==> src/sv/table_atan2_angle_macros.svh <==
// Assertion macros for the vector angle block.
// Used by the divider cell, the output stage and the top level; no other dependencies.
`ifndef TABLE_ATAN2_ANGLE_MACROS_SVH
`define TABLE_ATAN2_ANGLE_MACROS_SVH

`ifndef NO_ASSERTIONS

// Checks a property on every rising clock edge outside reset.
`define TA2_ASSERT(label, prop, msg) \
    label: assert property (@(posedge i_clk) disable iff (!i_rst_n) (prop)) else $error(msg);

// Checks a property on every rising clock edge, reset included.
`define TA2_ASSERT_ALWAYS(label, prop, msg) \
    label: assert property (@(posedge i_clk) (prop)) else $error(msg);

`else

`define TA2_ASSERT(label, prop, msg)
`define TA2_ASSERT_ALWAYS(label, prop, msg)

`endif

`endif

==> src/sv/ta2_pkg.sv <==
// Shared types, widths, angle constants and the first-octant arctangent table.
// No dependencies; used by every module of the vector angle block.
`timescale 1ns / 1ps

package ta2_pkg;

    // Field and datapath widths.
    localparam int COORD_W   = 16;
    localparam int MAG_W     = 15;
    localparam int QUO_W     = 9;
    localparam int ANGLE_W   = 8;
    localparam int DIV_STEPS = QUO_W;

    // Angle constants in steps of 1/256 turn.
    localparam logic [ANGLE_W-1:0] ANGLE_QUARTER  = 8'h40;
    localparam logic [ANGLE_W-1:0] ANGLE_HALF     = 8'h80;
    localparam logic [ANGLE_W-1:0] ANGLE_OCTANT   = 8'h20;
    localparam logic [ANGLE_W-1:0] ANGLE_ZERO_VEC = 8'h40;

    // Most negative coordinate and the magnitude it saturates to.
    localparam logic [COORD_W-1:0] COORD_MIN = 16'h8000;
    localparam logic [MAG_W-1:0]   MAG_MAX   = 15'h7FFF;

    // Side information that travels alongside the division.
    typedef struct packed {
        logic zero_vec;
        logic neg_x;
        logic neg_y;
        logic x_major;
    } t_ctl;

    // Data carried from one divider cell to the next.
    typedef struct packed {
        logic [MAG_W-1:0] rem;
        logic             lsb;
        logic [MAG_W-1:0] div;
        logic [QUO_W-1:0] quo;
        t_ctl             ctl;
    } t_div;

    // Arctangent of the first octant, indexed by (small << 8) / large.
    // The quotient 256 (equal magnitudes) is served by ANGLE_OCTANT.
    localparam logic [ANGLE_W-1:0] ARCTAN_ROM [256] = '{
        8'h00, 8'h00, 8'h00, 8'h00, 8'h01, 8'h01, 8'h01, 8'h01,
        8'h01, 8'h01, 8'h02, 8'h02, 8'h02, 8'h02, 8'h02, 8'h02,
        8'h03, 8'h03, 8'h03, 8'h03, 8'h03, 8'h03, 8'h03, 8'h04,
        8'h04, 8'h04, 8'h04, 8'h04, 8'h04, 8'h05, 8'h05, 8'h05,
        8'h05, 8'h05, 8'h05, 8'h06, 8'h06, 8'h06, 8'h06, 8'h06,
        8'h06, 8'h06, 8'h07, 8'h07, 8'h07, 8'h07, 8'h07, 8'h07,
        8'h08, 8'h08, 8'h08, 8'h08, 8'h08, 8'h08, 8'h08, 8'h09,
        8'h09, 8'h09, 8'h09, 8'h09, 8'h09, 8'h0A, 8'h0A, 8'h0A,
        8'h0A, 8'h0A, 8'h0A, 8'h0A, 8'h0B, 8'h0B, 8'h0B, 8'h0B,
        8'h0B, 8'h0B, 8'h0B, 8'h0C, 8'h0C, 8'h0C, 8'h0C, 8'h0C,
        8'h0C, 8'h0C, 8'h0D, 8'h0D, 8'h0D, 8'h0D, 8'h0D, 8'h0D,
        8'h0D, 8'h0E, 8'h0E, 8'h0E, 8'h0E, 8'h0E, 8'h0E, 8'h0E,
        8'h0F, 8'h0F, 8'h0F, 8'h0F, 8'h0F, 8'h0F, 8'h0F, 8'h10,
        8'h10, 8'h10, 8'h10, 8'h10, 8'h10, 8'h10, 8'h11, 8'h11,
        8'h11, 8'h11, 8'h11, 8'h11, 8'h11, 8'h11, 8'h12, 8'h12,
        8'h12, 8'h12, 8'h12, 8'h12, 8'h12, 8'h13, 8'h13, 8'h13,
        8'h13, 8'h13, 8'h13, 8'h13, 8'h13, 8'h14, 8'h14, 8'h14,
        8'h14, 8'h14, 8'h14, 8'h14, 8'h14, 8'h15, 8'h15, 8'h15,
        8'h15, 8'h15, 8'h15, 8'h15, 8'h15, 8'h15, 8'h16, 8'h16,
        8'h16, 8'h16, 8'h16, 8'h16, 8'h16, 8'h16, 8'h17, 8'h17,
        8'h17, 8'h17, 8'h17, 8'h17, 8'h17, 8'h17, 8'h17, 8'h18,
        8'h18, 8'h18, 8'h18, 8'h18, 8'h18, 8'h18, 8'h18, 8'h18,
        8'h19, 8'h19, 8'h19, 8'h19, 8'h19, 8'h19, 8'h19, 8'h19,
        8'h19, 8'h19, 8'h1A, 8'h1A, 8'h1A, 8'h1A, 8'h1A, 8'h1A,
        8'h1A, 8'h1A, 8'h1A, 8'h1B, 8'h1B, 8'h1B, 8'h1B, 8'h1B,
        8'h1B, 8'h1B, 8'h1B, 8'h1B, 8'h1B, 8'h1C, 8'h1C, 8'h1C,
        8'h1C, 8'h1C, 8'h1C, 8'h1C, 8'h1C, 8'h1C, 8'h1C, 8'h1C,
        8'h1D, 8'h1D, 8'h1D, 8'h1D, 8'h1D, 8'h1D, 8'h1D, 8'h1D,
        8'h1D, 8'h1D, 8'h1D, 8'h1E, 8'h1E, 8'h1E, 8'h1E, 8'h1E,
        8'h1E, 8'h1E, 8'h1E, 8'h1E, 8'h1E, 8'h1E, 8'h1F, 8'h1F,
        8'h1F, 8'h1F, 8'h1F, 8'h1F, 8'h1F, 8'h1F, 8'h1F, 8'h1F,
        8'h1F, 8'h1F, 8'h20, 8'h20, 8'h20, 8'h20, 8'h20, 8'h20
    };

endpackage

==> src/sv/ta2_front.sv <==
// Input stage: magnitudes, octant selection and divider operands.
// Depends on ta2_pkg.
`timescale 1ns / 1ps

module ta2_front (
    input  logic                         i_clk,
    input  logic                         i_rst_n,
    input  logic                         i_valid,
    output logic                         o_ready,
    input  logic [ta2_pkg::COORD_W-1:0]  i_x_coord,
    input  logic [ta2_pkg::COORD_W-1:0]  i_y_coord,
    output logic                         o_valid,
    input  logic                         i_ready,
    output ta2_pkg::t_div                o_data
);

    logic                        r_valid;
    ta2_pkg::t_div               r_data;
    ta2_pkg::t_div               n_data;
    logic [ta2_pkg::MAG_W-1:0]   w_ax;
    logic [ta2_pkg::MAG_W-1:0]   w_ay;
    logic [ta2_pkg::MAG_W-1:0]   w_small;
    logic [ta2_pkg::MAG_W-1:0]   w_large;
    logic                        w_x_major;

    // Saturating magnitude: the most negative code maps to the largest magnitude.
    function automatic logic [ta2_pkg::MAG_W-1:0] mag(input logic [ta2_pkg::COORD_W-1:0] v);
        logic [ta2_pkg::COORD_W-1:0] neg;
        neg = '0 - v;
        if (v == ta2_pkg::COORD_MIN) begin
            return ta2_pkg::MAG_MAX;
        end else if (v[ta2_pkg::COORD_W-1]) begin
            return neg[ta2_pkg::MAG_W-1:0];
        end else begin
            return v[ta2_pkg::MAG_W-1:0];
        end
    endfunction

    // Pick the octant and hand the smaller magnitude over as the dividend.
    always_comb begin
        w_ax      = mag(i_x_coord);
        w_ay      = mag(i_y_coord);
        w_x_major = (w_ax > w_ay);
        w_small   = w_x_major ? w_ay : w_ax;
        w_large   = w_x_major ? w_ax : w_ay;

        n_data.rem          = {1'b0, w_small[ta2_pkg::MAG_W-1:1]};
        n_data.lsb          = w_small[0];
        n_data.div          = w_large;
        n_data.quo          = '0;
        n_data.ctl.zero_vec = (i_x_coord == '0) && (i_y_coord == '0);
        n_data.ctl.neg_x    = i_x_coord[ta2_pkg::COORD_W-1];
        n_data.ctl.neg_y    = i_y_coord[ta2_pkg::COORD_W-1];
        n_data.ctl.x_major  = w_x_major;
    end

    assign o_ready = !r_valid || i_ready;

    // Stage register; it moves whenever the next stage can take its contents.
    always_ff @(posedge i_clk) begin
        if (!i_rst_n) begin
            r_valid <= 1'b0;
        end else if (o_ready) begin
            r_valid <= i_valid;
        end
        if (o_ready) begin
            r_data <= n_data;
        end
    end

    assign o_valid = r_valid;
    assign o_data  = r_data;

endmodule

==> src/sv/ta2_div_cell.sv <==
// One restoring-division cell: produces one quotient bit per request and passes it on.
// Depends on ta2_pkg and table_atan2_angle_macros.svh.
`timescale 1ns / 1ps
`include "table_atan2_angle_macros.svh"

module ta2_div_cell (
    input  logic           i_clk,
    input  logic           i_rst_n,
    input  logic           i_valid,
    output logic           o_ready,
    input  ta2_pkg::t_div  i_data,
    output logic           o_valid,
    input  logic           i_ready,
    output ta2_pkg::t_div  o_data
);

    logic                        r_valid;
    ta2_pkg::t_div               r_data;
    ta2_pkg::t_div               n_data;
    logic [ta2_pkg::MAG_W:0]     w_trial;
    logic [ta2_pkg::MAG_W:0]     w_diff;
    logic                        w_ge;

    // Shift in the next dividend bit and subtract the divisor if it fits.
    always_comb begin
        w_trial    = {i_data.rem, i_data.lsb};
        w_diff     = w_trial - {1'b0, i_data.div};
        w_ge       = (w_trial >= {1'b0, i_data.div});
        n_data     = i_data;
        n_data.rem = w_ge ? w_diff[ta2_pkg::MAG_W-1:0] : w_trial[ta2_pkg::MAG_W-1:0];
        n_data.lsb = 1'b0;
        n_data.quo = {i_data.quo[ta2_pkg::QUO_W-2:0], w_ge};
    end

    assign o_ready = !r_valid || i_ready;

    // Cell register.
    always_ff @(posedge i_clk) begin
        if (!i_rst_n) begin
            r_valid <= 1'b0;
        end else if (o_ready) begin
            r_valid <= i_valid;
        end
        if (o_ready) begin
            r_data <= n_data;
        end
    end

    assign o_valid = r_valid;
    assign o_data  = r_data;

    // The partial remainder always stays below a nonzero divisor.
    `TA2_ASSERT(a_rem_below_div, r_valid && (r_data.div != '0) |-> (r_data.rem < r_data.div), "division cell remainder not below divisor")
    // A held request is not dropped while the next cell stalls.
    `TA2_ASSERT(a_hold_on_stall, r_valid && !i_ready |=> r_valid, "division cell lost a stalled request")

endmodule

==> src/sv/ta2_back.sv <==
// Output stage: arctangent lookup, folding into the full turn and the result register.
// Depends on ta2_pkg and table_atan2_angle_macros.svh.
`timescale 1ns / 1ps
`include "table_atan2_angle_macros.svh"

module ta2_back (
    input  logic                         i_clk,
    input  logic                         i_rst_n,
    input  logic                         i_valid,
    output logic                         o_ready,
    input  ta2_pkg::t_div                i_data,
    output logic                         o_valid,
    input  logic                         i_ready,
    output logic [ta2_pkg::ANGLE_W-1:0]  o_angle
);

    logic                         r_valid;
    logic [ta2_pkg::ANGLE_W-1:0]  r_angle;
    logic [ta2_pkg::ANGLE_W-1:0]  n_angle;
    logic [ta2_pkg::ANGLE_W-1:0]  w_oct;
    logic [ta2_pkg::ANGLE_W-1:0]  w_quad;
    logic [ta2_pkg::ANGLE_W-1:0]  w_half;

    // Table lookup, then reflect by octant, by the sign of x and by the sign of y; a zero vector gives ANGLE_ZERO_VEC.
    always_comb begin
        if (i_data.quo[ta2_pkg::QUO_W-1]) begin
            w_oct = ta2_pkg::ANGLE_OCTANT;
        end else begin
            w_oct = ta2_pkg::ARCTAN_ROM[i_data.quo[ta2_pkg::QUO_W-2:0]];
        end
        w_quad = i_data.ctl.x_major ? w_oct : (ta2_pkg::ANGLE_QUARTER - w_oct);
        w_half = i_data.ctl.neg_x ? (ta2_pkg::ANGLE_HALF - w_quad) : w_quad;
        // A full turn is 256 steps, so the lower-half reflection is a negation.
        n_angle = i_data.ctl.neg_y ? (8'h00 - w_half) : w_half;
        if (i_data.ctl.zero_vec) begin
            n_angle = ta2_pkg::ANGLE_ZERO_VEC;
        end
    end

    assign o_ready = !r_valid || i_ready;

    // Result register.
    always_ff @(posedge i_clk) begin
        if (!i_rst_n) begin
            r_valid <= 1'b0;
        end else if (o_ready) begin
            r_valid <= i_valid;
        end
        if (o_ready && i_valid) begin
            r_angle <= n_angle;
        end
    end

    assign o_valid = r_valid;
    assign o_angle = r_angle;

    // A full-scale quotient only arises when the magnitudes are equal.
    `TA2_ASSERT(a_full_quo_octant, i_valid && !i_data.ctl.zero_vec && i_data.quo[ta2_pkg::QUO_W-1] |-> !i_data.ctl.x_major && (i_data.quo[ta2_pkg::QUO_W-2:0] == '0), "full-scale quotient outside the diagonal")

endmodule

==> src/sv/table_atan2_angle.sv <==
// Top level of the vector angle block: input stage, nine divider cells, output stage.
// Depends on ta2_pkg, ta2_front, ta2_div_cell, ta2_back and table_atan2_angle_macros.svh.
//
//  Channel   Valid        Ready        Payload
//  -------   ----------   ----------   ----------------------
//  input     i_in_valid   o_in_ready   i_x_coord, i_y_coord
//  output    o_out_valid  i_out_ready  o_angle
//
// One request enters per cycle while o_in_ready is high; each request passes through
// one input stage, one divider cell per quotient bit (nine) and one lookup stage.
// Every stage holds at most one request, so a stall at the output fills empty
// stages first and only then lowers o_in_ready.
// Reset clears the stage valid flags only; there is no clearing pass.
`timescale 1ns / 1ps
`include "table_atan2_angle_macros.svh"

module table_atan2_angle (
    input  logic                         i_clk,
    input  logic                         i_rst_n,
    input  logic                         i_in_valid,
    output logic                         o_in_ready,
    input  logic [ta2_pkg::COORD_W-1:0]  i_x_coord,
    input  logic [ta2_pkg::COORD_W-1:0]  i_y_coord,
    output logic                         o_out_valid,
    input  logic                         i_out_ready,
    output logic [ta2_pkg::ANGLE_W-1:0]  o_angle
);

    logic           w_valid [ta2_pkg::DIV_STEPS+1];
    logic           w_ready [ta2_pkg::DIV_STEPS+1];
    ta2_pkg::t_div  w_data  [ta2_pkg::DIV_STEPS+1];

    // Magnitudes and operand set-up.
    ta2_front u_front (
        .i_clk     (i_clk),
        .i_rst_n   (i_rst_n),
        .i_valid   (i_in_valid),
        .o_ready   (o_in_ready),
        .i_x_coord (i_x_coord),
        .i_y_coord (i_y_coord),
        .o_valid   (w_valid[0]),
        .i_ready   (w_ready[0]),
        .o_data    (w_data[0])
    );

    // Row of division cells, most significant quotient bit first.
    for (genvar k = 0; k < ta2_pkg::DIV_STEPS; k++) begin : g_cell
        ta2_div_cell u_cell (
            .i_clk   (i_clk),
            .i_rst_n (i_rst_n),
            .i_valid (w_valid[k]),
            .o_ready (w_ready[k]),
            .i_data  (w_data[k]),
            .o_valid (w_valid[k+1]),
            .i_ready (w_ready[k+1]),
            .o_data  (w_data[k+1])
        );
    end

    // Lookup, folding and result register.
    ta2_back u_back (
        .i_clk   (i_clk),
        .i_rst_n (i_rst_n),
        .i_valid (w_valid[ta2_pkg::DIV_STEPS]),
        .o_ready (w_ready[ta2_pkg::DIV_STEPS]),
        .i_data  (w_data[ta2_pkg::DIV_STEPS]),
        .o_valid (o_out_valid),
        .i_ready (i_out_ready),
        .o_angle (o_angle)
    );

    // Back-pressure at the input only when a result is waiting at the output.
    `TA2_ASSERT(a_stall_needs_result, !o_in_ready |-> o_out_valid, "input stalled with no result waiting")
    // Nothing is shown at the output once reset has been sampled low.
    `TA2_ASSERT_ALWAYS(a_reset_empty, !$past(i_rst_n) |-> !o_out_valid, "result shown straight after reset")

endmodule
==> config.mk <==
export PLATFORM = sky130hd
export DESIGN_NAME = table_atan2_angle
export DESIGN_NICKNAME = d
export VERILOG_FILES = /design/src/sv/ta2_pkg.sv /design/src/sv/ta2_front.sv /design/src/sv/ta2_div_cell.sv /design/src/sv/ta2_back.sv /design/src/sv/table_atan2_angle.sv
export VERILOG_INCLUDE_DIRS = /design/src /design/src/sv
export SDC_FILE = /design/constraint.sdc
export NUM_CORES = 1
export LEC_CHECK = 0
export BUFFER_PORTS_ARGS = -buffer_cell sky130_fd_sc_hd__clkbuf_2
export CORE_MARGIN = 2
export CORE_UTILIZATION = 64
export DETAILED_ROUTE_END_ITERATION = 12
export PLACE_DENSITY_LB_ADDON = 0.08
export SLEW_MARGIN = 0
export SYNTH_ARGS = -nofsm -noshare
export SYNTH_HDL_FRONTEND = slang
export SYNTH_SLANG_ARGS = --single-unit
==> constraint.sdc <==
create_clock -name i_clk -period 5.9 [get_ports i_clk]
set_input_delay 0 -clock i_clk [delete_from_list [all_inputs] [get_ports i_clk]]
set_output_delay 0 -clock i_clk [all_outputs]
set_load 0.02 [all_outputs]
======== Yosys cells after proc, flatten, opt, wreduce, memory -nomap -nowiden ========
Memories as Yosys holds them, arrays and structs flattened.
Cells that the tools add are included.
cells by class
  $add $sub $neg .......................... 13
  $lt $le $gt $ge ......................... 11
  equal/unequal tests ..................... 2
  multiplexer cells ....................... 20
  bitwise gates (word level) .............. 1
  reductions and logical operators ........ 26
operators by type and width
  cell                     count
  $mux W15                 14
  $ge A16 B15 Y1           8
  $sub A15 B15 Y15         8
  $mux W8                  6
  $eq A16 B16 Y1 const B   2
  $logic_not A16 Y1        2
  $sub A1 B15 Y15 const A  2
  $ge A15 B15 Y1           1
  $gt A15 B15 Y1           1
  $logic_not A1 Y1         11
  $logic_or A1 B1 Y1       11
  $ge A9 B9 Y1 const B     1
  $not A8 Y9               1
  $sub A1 B8 Y8 const A    1
  $sub A7 B8 Y8 const A    1
  $sub A8 B8 Y8 const A    1
  $logic_and A1 B1 Y1      2
word-level totals
  flip-flop bits (word level) ............. 374
  ROM bits ................................ 2048
  input port bits ......................... 36
  output and inout bits ................... 10
  logic and storage cells ................. 161
  memories ................................ 1
memories
  name              words  width  rd ports  clocked after memory_dff  write ports  RTL line        RTL
  (name not given)  256    8      1         0                         0            ta2_back.sv:29  w_oct = ta2_pkg::ARCTAN_ROM[i_data.quo[ta2_pkg::QUO_W-2:0]];

======== Longest topological paths before layout ========
Gate-level depths: netlist of the first run.
  word-level depth ........................ 12
  mapped depth ............................ 22
  mapped depth without buffers ............ 21

======== Hierarchy ========
From an unflattened synthesis of the first run, not the netlist that was laid out.
unflattened totals
  cells, all modules ...................... 2194
  area, all modules ....................... 25828.5 um^2
by module, submodules not included
  module        times used  cells an instance  area an instance (um^2)
  ta2_div_cell  9           188                2389.8
  ta2_front     1           271                2636.3
  ta2_back      1           231                1684.1

======== Worst setup path before layout of the first run ========
Ideal clock, no wire load.
  path type ............................... in2reg
  start ................................... input i_y_coord[2] (netlist name)
  end ..................................... register u_front.r_data (netlist bit u_front.o_data[13]), data pin
  setup time .............................. 0.279 ns
  arrival ................................. 4.270 ns
  path slack .............................. 1.351 ns
  cell stages on the path ................. 20
  cell sequence ........................... nor4_1 > inv_1 > nor3_1 > nand2_1 > or4_1 > nor3b_1 > clkbuf_1 > nor2_1 > ha_1 > o21a_1 > o21a_1 > o21a_1 > o21a_1 > o21a_1 > o21a_1 > o21ai_0 > a2111oi_0 > o21ai_1 > clkbuf_1 > mux2i_1
RTL lines
  item                  RTL line                 RTL
  start, declared       table_atan2_angle.sv:23  input logic [ta2_pkg::COORD_W-1:0] i_y_coord,
  end signal, assigned  ta2_front.sv:67          r_data <= n_data;
  end, declared         ta2_front.sv:18          ta2_pkg::t_div r_data;

==> metrics.cfg, run 1 <==
[timing]
setup_viol_count_final=0
finalCritPeriodShare_pct=91.9
worstMarginPinSlew_ps=1020
finalHoldViolCount=0
rsz0062_at_grt=no
period_minus_slack_ps=5420
fmax_ghz=0.184
finalMaxSlewViolations=0
slew_headroom_pct=31.2
skew_ps=14.5
setup_tns_ps=0

[cells_and_area]
drive_gt1_share_pct=8.24
nets=2183
antenna_cells=0
syn_to_final_growth_pct=10.0
fill_cells=2322
final_area_um2=23200

[cts]
cts_buffers=41
clkSinkCount=374
clk_latency_ps=530
cts.path.max_buffers=3
clk_pin_slew_ps=60
htree_levels=2
root_buffer=clkbuf_16
tritoncts=yes
ctsResizeCount=0

[floorplan]
die_h_um=186
fp.dieW_um=186
rows=66
io_pins=46
initial_core_util_pct=64.9
core-area_um2=32500
die_area_um2=34400

[logic_synthesis]
async_reset_ff_share_pct=0
synth_enable_flop_cells=363
ys_warn_count=0
ys_seq_area_share_pct=52.7
ys.flop_type=edfxtp_1
synthCells=1919
synth_area_leaders=edfxtp_1, ha_1, inv_1
synth.top_cell.area_share_pct=51.7
avgSynthCellArea_um2=11.0
yosys.area.top_type=edfxtp_1
ys_ff_latch=374
synth.distinct_cells=89
synthesis.area_um2=21100
syn_nets=2117

[grt]
antenna_found_initial=0
grt_use_total_pct=24.3
grt_max_degree=43
grt_pass1_vias=13800
gr-total-overflow=0
grt_pass1_wl_mm=66.8

[placed_design]
gp_congestion=0.957
place_area_um2=21700
portBuffers=45
place_hpwl_mm=30.8

[routing]
dr_total_vias=14100
ant_nets=0
drc_errors=0
firstDrtPassIters=6
wl_per_cell_um=16.6
drtIter0Drc=1039
finalWirelength_mm=40.7
post_drt_via_cell_ratio=5.75

[worst_setup_path]
cp_top_family=buffers and inverters
cpPeakStageDelay_ps=570
slowest_stage=dlygate4sd3_1
cp.arrival_ps=5690
path_class=in -> reg
crit_path_end_kind=register
cp-start-kind=primary input
crit_top_cell=o21a_1
reg2reg_from=g_cell[8].u_cell.o_data[5]
critical_path_buf_inv_count=7
worstPathMaxFanout=31
cp-startpoint=i_x_coord[0]
critPathRequiredTime_ps=6170

[hold_path]
hold_start=i_x_coord[7]
min_path_type=in -> reg

[pwr]
power_density_nw_per_um2=567
peakVddDrop_mv=0.300
power.leakage_nw=9.70

[run]
cap_violations=0

[run_status]
outcome=finished clean

==> through the flow <==
stage               utilization [%]  total power [W]  cells  setup WS (ps)  hold slack [ps]
floorplan                         -          0.00932   1919           1350             98.9
global placement               66.8           0.0103   2370            894              234
detailed placement             66.8           0.0106   2370            801              293
CTS                            71.4           0.0132   2457            533             14.6
global route                   71.4           0.0142   2457            155             41.9
finish                         71.4           0.0132   2457            478             24.6
==> tightest hold or removal path: cells and delay by family <==
| family | cells | cell delay (ps) |
|---|---|---|
| buf+inv | 1 | 110 |
| xor+xnor | 1 | 110 |
| mux | 1 | 120 |
| simple gates | 1 | 80 |
==> where the power goes <==
group / switching, W / internal [W]
Combinational: 0.00329 / 0.00250
Sequential: 0.000617 / 0.00421
Clock: 0.000994 / 0.00155
Total: 0.00490 / 0.00825
==> sequential cells by signal, summed over array words and instances (netlist names) <==
register	flops
u_front.o_data	34
u_back.o_angle	8
g_cell.u_cell.o_data	321
u_back.o_valid	1
u_front.o_valid	1
g_cell.u_cell.o_valid	9
==> cell usage after synthesis (13+ instances only) <==
| library cell | number |
|---|---|
| a211oi_1 | 15 |
| a21boi_0 | 25 |
| a21oi_1 | 63 |
| and3_1 | 16 |
| clkbuf_1 | 34 |
| edfxtp_1 | 363 |
| ha_1 | 154 |
| inv_1 | 245 |
| mux2i_1 | 30 |
| nand2_1 | 162 |
| nand2b_1 | 22 |
| nand3_1 | 14 |
| nand4_1 | 31 |
| nor2_1 | 120 |
| nor2b_1 | 29 |
| nor3_1 | 41 |
| o21a_1 | 36 |
| o21ai_0 | 145 |
| o31a_1 | 13 |
| o31ai_1 | 50 |
| or3_1 | 17 |
| xnor2_1 | 54 |
| xor2_1 | 38 |
==> cell families after synthesis <==
kind of cell	Yosys count	synth area share [%]
muxes	37	1.80
adders and majority gates	163	9.94
DFF	374	52.7
xor gates and xnor gates	93	3.90
buffers and inverters	301	5.94
AOI/OAI and AO/OA	432	13.7
and+or+nand+nor	519	12.1
==> area by class of cell <==
| class | count | area [um2] | share of cell area [%] |
|---|---|---|---|
| flip-flops and latches | 374 | 11100 | 47.9 |
| clock buffers | 48 | 1090 | 4.72 |
| multi-input cells | 1244 | 8760 | 37.7 |
| clock inverters | 25 | 258 | 1.11 |
| repair buffers | 79 | 515 | 2.22 |
| well taps | 442 | 553 | 2.38 |
| inverters | 245 | 920 | 3.96 |
==> layer usage <==
| metal | global-route usage [%] | wire length, um | vias up |
|---|---|---|---|
| li1 | - | - | 7071 |
| met1 | 25.5 | 15400 | 6672 |
| met2 | 47.7 | 22100 | 273 |
| met3 | 3.01 | 1180 | 116 |
| met4 | 11.8 | 2040 | 0 |
| met5 | 0 | 0 | - |
==> final timing paths <==
path / to / slack, ps / depth (start not counted)
setup / recovery: u_front.o_data[13] / 480 / 26
hold / removal: u_front.o_data[20] / 20 / 4
setup reg to reg: u_back.o_angle[7] / 1210 / 15
hold reg to reg: g_cell[4].u_cell.o_data[3] / 410 / 0
==> timing repair <==
item	in CTS	in global routing
hold buffers	14	0
setup buffers	0	0
hold endpoints to repair	18	0
setup endpoints to repair	0	0
==> placed cells by master (no fill, tap or decap), types with 25 or more instances in the layout <==
cell type  Yosys  routed
clkbuf_16      0      43
nand4_1       31      31
o31ai_1       50      50
a21oi_1       63      63
clkbuf_2       1      45
a21boi_0      25      25
edfxtp_1     363     363
o21a_1        36      36
ha_1         154     154
mux2i_1       30      30
xnor2_1       54      54
xor2_1        38      38
inv_1        245     245
nand2_1      162     161
o21ai_0      145     145
nor2b_1       29      29
nor2_1       120     120
nor3_1        41      41
No activity file was read; power rests on OpenSTA's default activity.
==> run 2: changes to the inputs <==
==> constraint.sdc (replaced) <==
create_clock -name i_clk -period 5.9 [get_ports i_clk]
set_input_delay 0.295 -clock i_clk [delete_from_list [all_inputs] [get_ports i_clk]]
set_output_delay 0.295 -clock i_clk [all_outputs]
set_load 0.02 [all_outputs]
==> metrics.cfg, run 2 (synthesis gave the netlist of run 1 again) <==
[run_status]
outcome=finished clean

[cells_and_area]
largest_reg_flops=321
antenna_cells=0
nets=2169
fill_cells=2383
layout_common_cells=edfxtp_1, inv_1, nand2_1
syn_to_final_growth_pct=8.87
layout_commonest_cell=edfxtp_1
drive_gt1_share_pct=7.74

[cts]
cts_setup_buffers=0
root_buffer=clkbuf_16
htree_levels=2
cts.path.max_buffers=3
clk_latency_ps=530
tritoncts=yes
postCtsHoldBufs=1
clkSinkCount=374
clk_pin_slew_ps=60
cts_buffers=40
ctsResizeCount=0

[pwr]
peakVddDrop_mv=0.287
power.leakage_nw=9.57
power_w=0.0129
power_density_nw_per_um2=564

[placed_design]
place_hpwl_mm=30.7
portBuffers=45
dp_slack_ps=790
gp_congestion=0.940

[worst_setup_path]
path_class=reg -> reg
crit_path_cell_trace=nand2b_4, a21oi_1, or4_4, a31o_2, or2_2, ha_1, nand2_1, o31a_1, ha_1, nand4_1, a2111oi_0, o311ai_1, o31ai_1, xor2_1, nor2_1
crit_top_cell=ha_1
crit_path_end_kind=register
cp_top_family=compound AO/OA/AOI/OAI gates
critical_path_buf_inv_count=0
cp.arrival_ps=5090
slowest_stage=edfxtp_1
cpPeakStageDelay_ps=1020
worstPathMaxFanout=32
cp-start-kind=register
critPathRequiredTime_ps=6160

[timing]
period_minus_slack_ps=4830
setup_viol_count_final=0
slew_headroom_pct=20.0
finalHoldViolCount=0
fmax_ghz=0.207
finalCritPeriodShare_pct=81.8
finalMaxSlewViolations=0
worstMarginPinSlew_ps=1200
hold_ws_ps=107
rsz0062_at_grt=no
postLayoutSetupSlackWorst_ps=1070
setup_tns_ps=0
skew_ps=19.6

[grt]
grt_pass1_vias=13800
grt_pass1_wl_mm=65.3
gr-total-overflow=0
grt_max_degree=43
grt_use_total_pct=23.8
antenna_found_initial=0

[routing]
finalWirelength_mm=40.1
dr_total_vias=14300
post_drt_via_cell_ratio=5.83
drtIter0Drc=916
ant_nets=0
drc_errors=0
firstDrtPassIters=8
wl_per_cell_um=16.4

[floorplan]
die_h_um=186
die_area_um2=34400
fp.dieW_um=186
core-area_um2=32500
rows=66
io_pins=46
initial_core_util_pct=64.9

[run]
cap_violations=0

[hold_path]
min_path_type=in -> reg

-- run 2: layer usage --
metal | share of wire [%] | vias to the layer above | global-route usage, %
met2 | 54 | 316 | 46.6
met3 | 3.3 | 115 | 3.09
met1 | 37 | 6759 | 24.7
li1 | - | 7064 | -
met5 | 0 | - | 0
met4 | 5.0 | 0 | 12.1
-- run 2: tightest hold or removal path, cell delays in order --
cell and delay (ps):
clkbuf_2 80, nor2b_1 50, o21a_1 160
-- run 2: cell type report --
class	count	area (um2)	area share, %
Inverter	245	920	4.00
Timing Repair Buffer	66	385	1.68
Tap cell	442	553	2.41
Clock buffer	54	1120	4.86
Clock inverter	19	119	0.517
Multi-Input combinational cell	1244	8760	38.1
Sequential cell	374	11100	48.4
-- run 2: where the power goes --
part           switching (W)  leakage (nW)  internal (W)  total (W)
Clock               0.000959         0.601       0.00137    0.00233
Sequential          0.000634          3.94       0.00421    0.00484
Combinational        0.00329          5.03       0.00249    0.00578
-- run 2: per-stage QoR --
step | utilization, % | cell area (um2) | cells
after floorplan | - | 21100 | 1919
after global placement | 66.8 | 21700 | 2370
after global routing | 70.6 | 23000 | 2444
after detailed placement | 66.8 | 21700 | 2370
final | 70.6 | 23000 | 2444
after CTS | 70.6 | 23000 | 2444
-- run 2: final timing paths --
path,endpoint,slack [ps],from,cells after the start
setup / recovery,u_back.o_angle[7],1070,g_cell[8].u_cell.o_data[7],15
hold / removal,u_back.o_valid,110,i_out_ready,3
setup reg to reg,u_back.o_angle[7],1070,g_cell[8].u_cell.o_data[7],15
hold reg to reg,g_cell[2].u_cell.o_data[5],410,g_cell[1].u_cell.o_data[4],0
==> run 3: changes to the inputs <==
--- a/config.mk
+++ b/config.mk
@@ -6,9 +6,10 @@
 export SDC_FILE = /design/constraint.sdc
 export NUM_CORES = 1
 export LEC_CHECK = 0
+export ABC_AREA = 1
 export BUFFER_PORTS_ARGS = -buffer_cell sky130_fd_sc_hd__clkbuf_2
 export CORE_MARGIN = 2
-export CORE_UTILIZATION = 64
+export CORE_UTILIZATION = 57
 export DETAILED_ROUTE_END_ITERATION = 12
 export PLACE_DENSITY_LB_ADDON = 0.08
 export SLEW_MARGIN = 0
==> constraint.sdc (replaced) <==
create_clock -name i_clk -period 4.4 [get_ports i_clk]
set_input_delay 0.22 -clock i_clk [delete_from_list [all_inputs] [get_ports i_clk]]
set_output_delay 0.22 -clock i_clk [all_outputs]
set_load 0.02 [all_outputs]
==> metrics.cfg, run 3 <==
[cts]
tritoncts=yes
cts.path.max_buffers=3
clkSinkCount=374
clk_pin_slew_ps=60
clk_latency_ps=540
htree_levels=2
cts_buffers=40
root_buffer=clkbuf_16

[worst_setup_path]
slowest_stage=dfxtp_4
cpPeakStageDelay_ps=340
cp_top_family=buffers and inverters
crit_top_cell=nor2_4
reg2regPathDepth=21
ff2ff_setup_slack_ps=460
critPathRequiredTime_ps=4180
cp-endpoint=o_in_ready
reg2reg_from=u_back.o_valid
cp.depth=23
worstPathMaxFanout=36
path_class=reg -> out
cp.arrival_ps=3860
crit_path_end_kind=output port
cp-start-kind=register
critical_path_buf_inv_count=12
crit_path_cell_trace=inv_2, nor2_2, inv_1, nor2_2, inv_4, nor2_1, bufinv_8, nor2_4, clkinvlp_4, nor2_4, inv_8, nor2_4, bufinv_8, nor2_4, clkinvlp_4, nor2_4, clkinv_8, nor2_4, bufinv_8, nor2_4, nand2_2, buf_8, clkbuf_2
r2r_end=g_cell[0].u_cell.o_data[30]
cp-startpoint=u_back.o_valid

[cells_and_area]
syn_to_final_growth_pct=10.4
drive_gt1_share_pct=8.25
nets=2388
seq_area_um2=11100
final_cells=2686
utilization_pct=63.3
layout_common_cells=nand2_1, edfxtp_1, inv_1
final_area_um2=23000
largest_reg_flops=321
antenna_cells=0
multi_input_area_um2=8350
layout_commonest_cell=nand2_1
fill_cells=2927

[logic_synthesis]
synth.top_cell.area_share_pct=52.3
ys.flop_type=edfxtp_1
yosys.area.top_type=edfxtp_1
synth.distinct_cells=57
avgSynthCellArea_um2=9.86
ys_seq_area_share_pct=53.3
synthCells=2115
synth_enable_flop_cells=363
synthesis.area_um2=20800
synth_most_common_cell=nand2_1
synth_common_cells=nand2_1, edfxtp_1, inv_1, a21oi_1, ha_1
ys_warn_count=0
syn_nets=2313
async_reset_ff_share_pct=0
synth_area_leaders=edfxtp_1, ha_1, nand2_1
ys_ff_latch=374

[grt]
grt_max_degree=44
grt_pass1_wl_mm=65.8
grt_use_total_pct=21.2
grt_pass1_vias=14300
gr-total-overflow=0
antenna_found_initial=0

[timing]
period_minus_slack_ps=4080
finalHoldViolCount=0
finalMaxSlewViolations=0
skew_ps=16.8
slew_headroom_pct=24.6
worstMarginPinSlew_ps=1100
rsz0062_at_grt=no
setup_viol_count_final=0
finalCritPeriodShare_pct=92.7
fmax_ghz=0.245
postLayoutSetupSlackWorst_ps=323

[floorplan]
fp.dieW_um=195
io_pins=46
die_area_um2=38100
rows=70
initial_core_util_pct=57.3
die_h_um=195
core-area_um2=36300

[placed_design]
gp_congestion=0.910
portBuffers=45
dp_slack_ps=336
place_hpwl_mm=30.5
placed_cells=2605
place_area_um2=21700

[pwr]
power_density_nw_per_um2=767
peakVddDrop_mv=0.391
power.leakage_nw=10.0

[routing]
wl_per_cell_um=15.0
dr_total_vias=14500
finalWirelength_mm=40.2
drc_errors=0
firstDrtPassIters=5
post_drt_via_cell_ratio=5.39
drtIter0Drc=806
ant_nets=0

[run_status]
outcome=finished clean

[run]
cap_violations=0

[hold_path]
min_path_type=in -> reg

-- run 3: cell types whose count changed after synthesis, moves of 30 or more --
cell / delta
o31ai_1: -44
o21a_1: -31
nand3_1: +88
inv_1: +71
nand2_1: +213
a21oi_1: +115
mux2i_1: -30
-- run 3: worst min-delay path by stage --
stage | endpoint | slack [ps] | cells past startpoint | startpoint
6_report | u_front.o_data[2] | 130 | 1 | i_x_coord[15]
5_1_grt | u_front.o_data[1] | 120 | 1 | i_y_coord[15]
4_1_cts | u_front.o_data[2] | 100 | 1 | i_x_coord[15]
3_3_place_gp | g_cell[7].u_cell.o_data[10] | 400 | 0 | g_cell[6].u_cell.o_data[9]
2_1_floorplan | u_front.o_data[1] | 320 | 0 | i_y_coord[15]
3_5_place_dp | g_cell[0].u_cell.o_data[0] | 400 | 0 | u_front.o_data[0]
-- run 3: cell families (layout without fill, tap and decap cells) --
kind of cell | after synthesis | count (layout) | synth area share (%)
DFF | 374 | 374 | 53.3
adders and majority gates | 162 | 162 | 10.0
buffers and inverters | 366 | 469 | 6.84
xor gates and xnor gates | 106 | 106 | 4.45
and+or+nand+nor | 703 | 703 | 14.5
AOI/OAI and AO/OA | 404 | 404 | 10.8
-- run 3: stage by stage --
| step | hold slack (ps) | total power, W | TNS, ps |
|---|---|---|---|
| floorplan | 319 | 0.0127 | -47390 |
| CTS | 96.8 | 0.0178 | 0 |
| global route | 125 | 0.0192 | 0 |
| finish | 130 | 0.0177 | 0 |
| detailed placement | 405 | 0.0146 | 0 |
| global placement | 401 | 0.0143 | 0 |
-- run 3: repair_timing --
item | 4_1_cts | 5_1_grt
setup endpoints to repair | 0 | 33
hold buffers | 3 | 0
buffers inserted | 0 | 4
resized for setup | 0 | 8
hold endpoints to repair | 3 | 0
-- run 3: final cells by class --
type                    count  share of cell area (%)
well taps                 468                    2.55
clock buffers              56                    4.83
clock inverters            14                   0.430
repair inverters            4                   0.120
repair buffers             67                    1.76
multi-input cells        1375                    36.3
flip-flops and latches    374                    48.3
inverters                 328                    5.68
-- run 3: metal layers --
| layer | vias up | part of all wire (%) | track usage, % |
|---|---|---|---|
| met2 | 270 | 53 | 40.3 |
| met5 | - | 0 | 0 |
| met1 | 6696 | 40 | 23.6 |
| met4 | 0 | 3.7 | 8.57 |
| li1 | 7418 | - | - |
| met3 | 98 | 3.3 | 3.33 |
-- run 3: report_power, final --
part           switching [W]  total [W]  internal, W  leakage, nW
registers           0.000669    0.00634      0.00567         3.98
logic                0.00496    0.00819      0.00323         5.48
clock network        0.00130    0.00311      0.00182        0.589
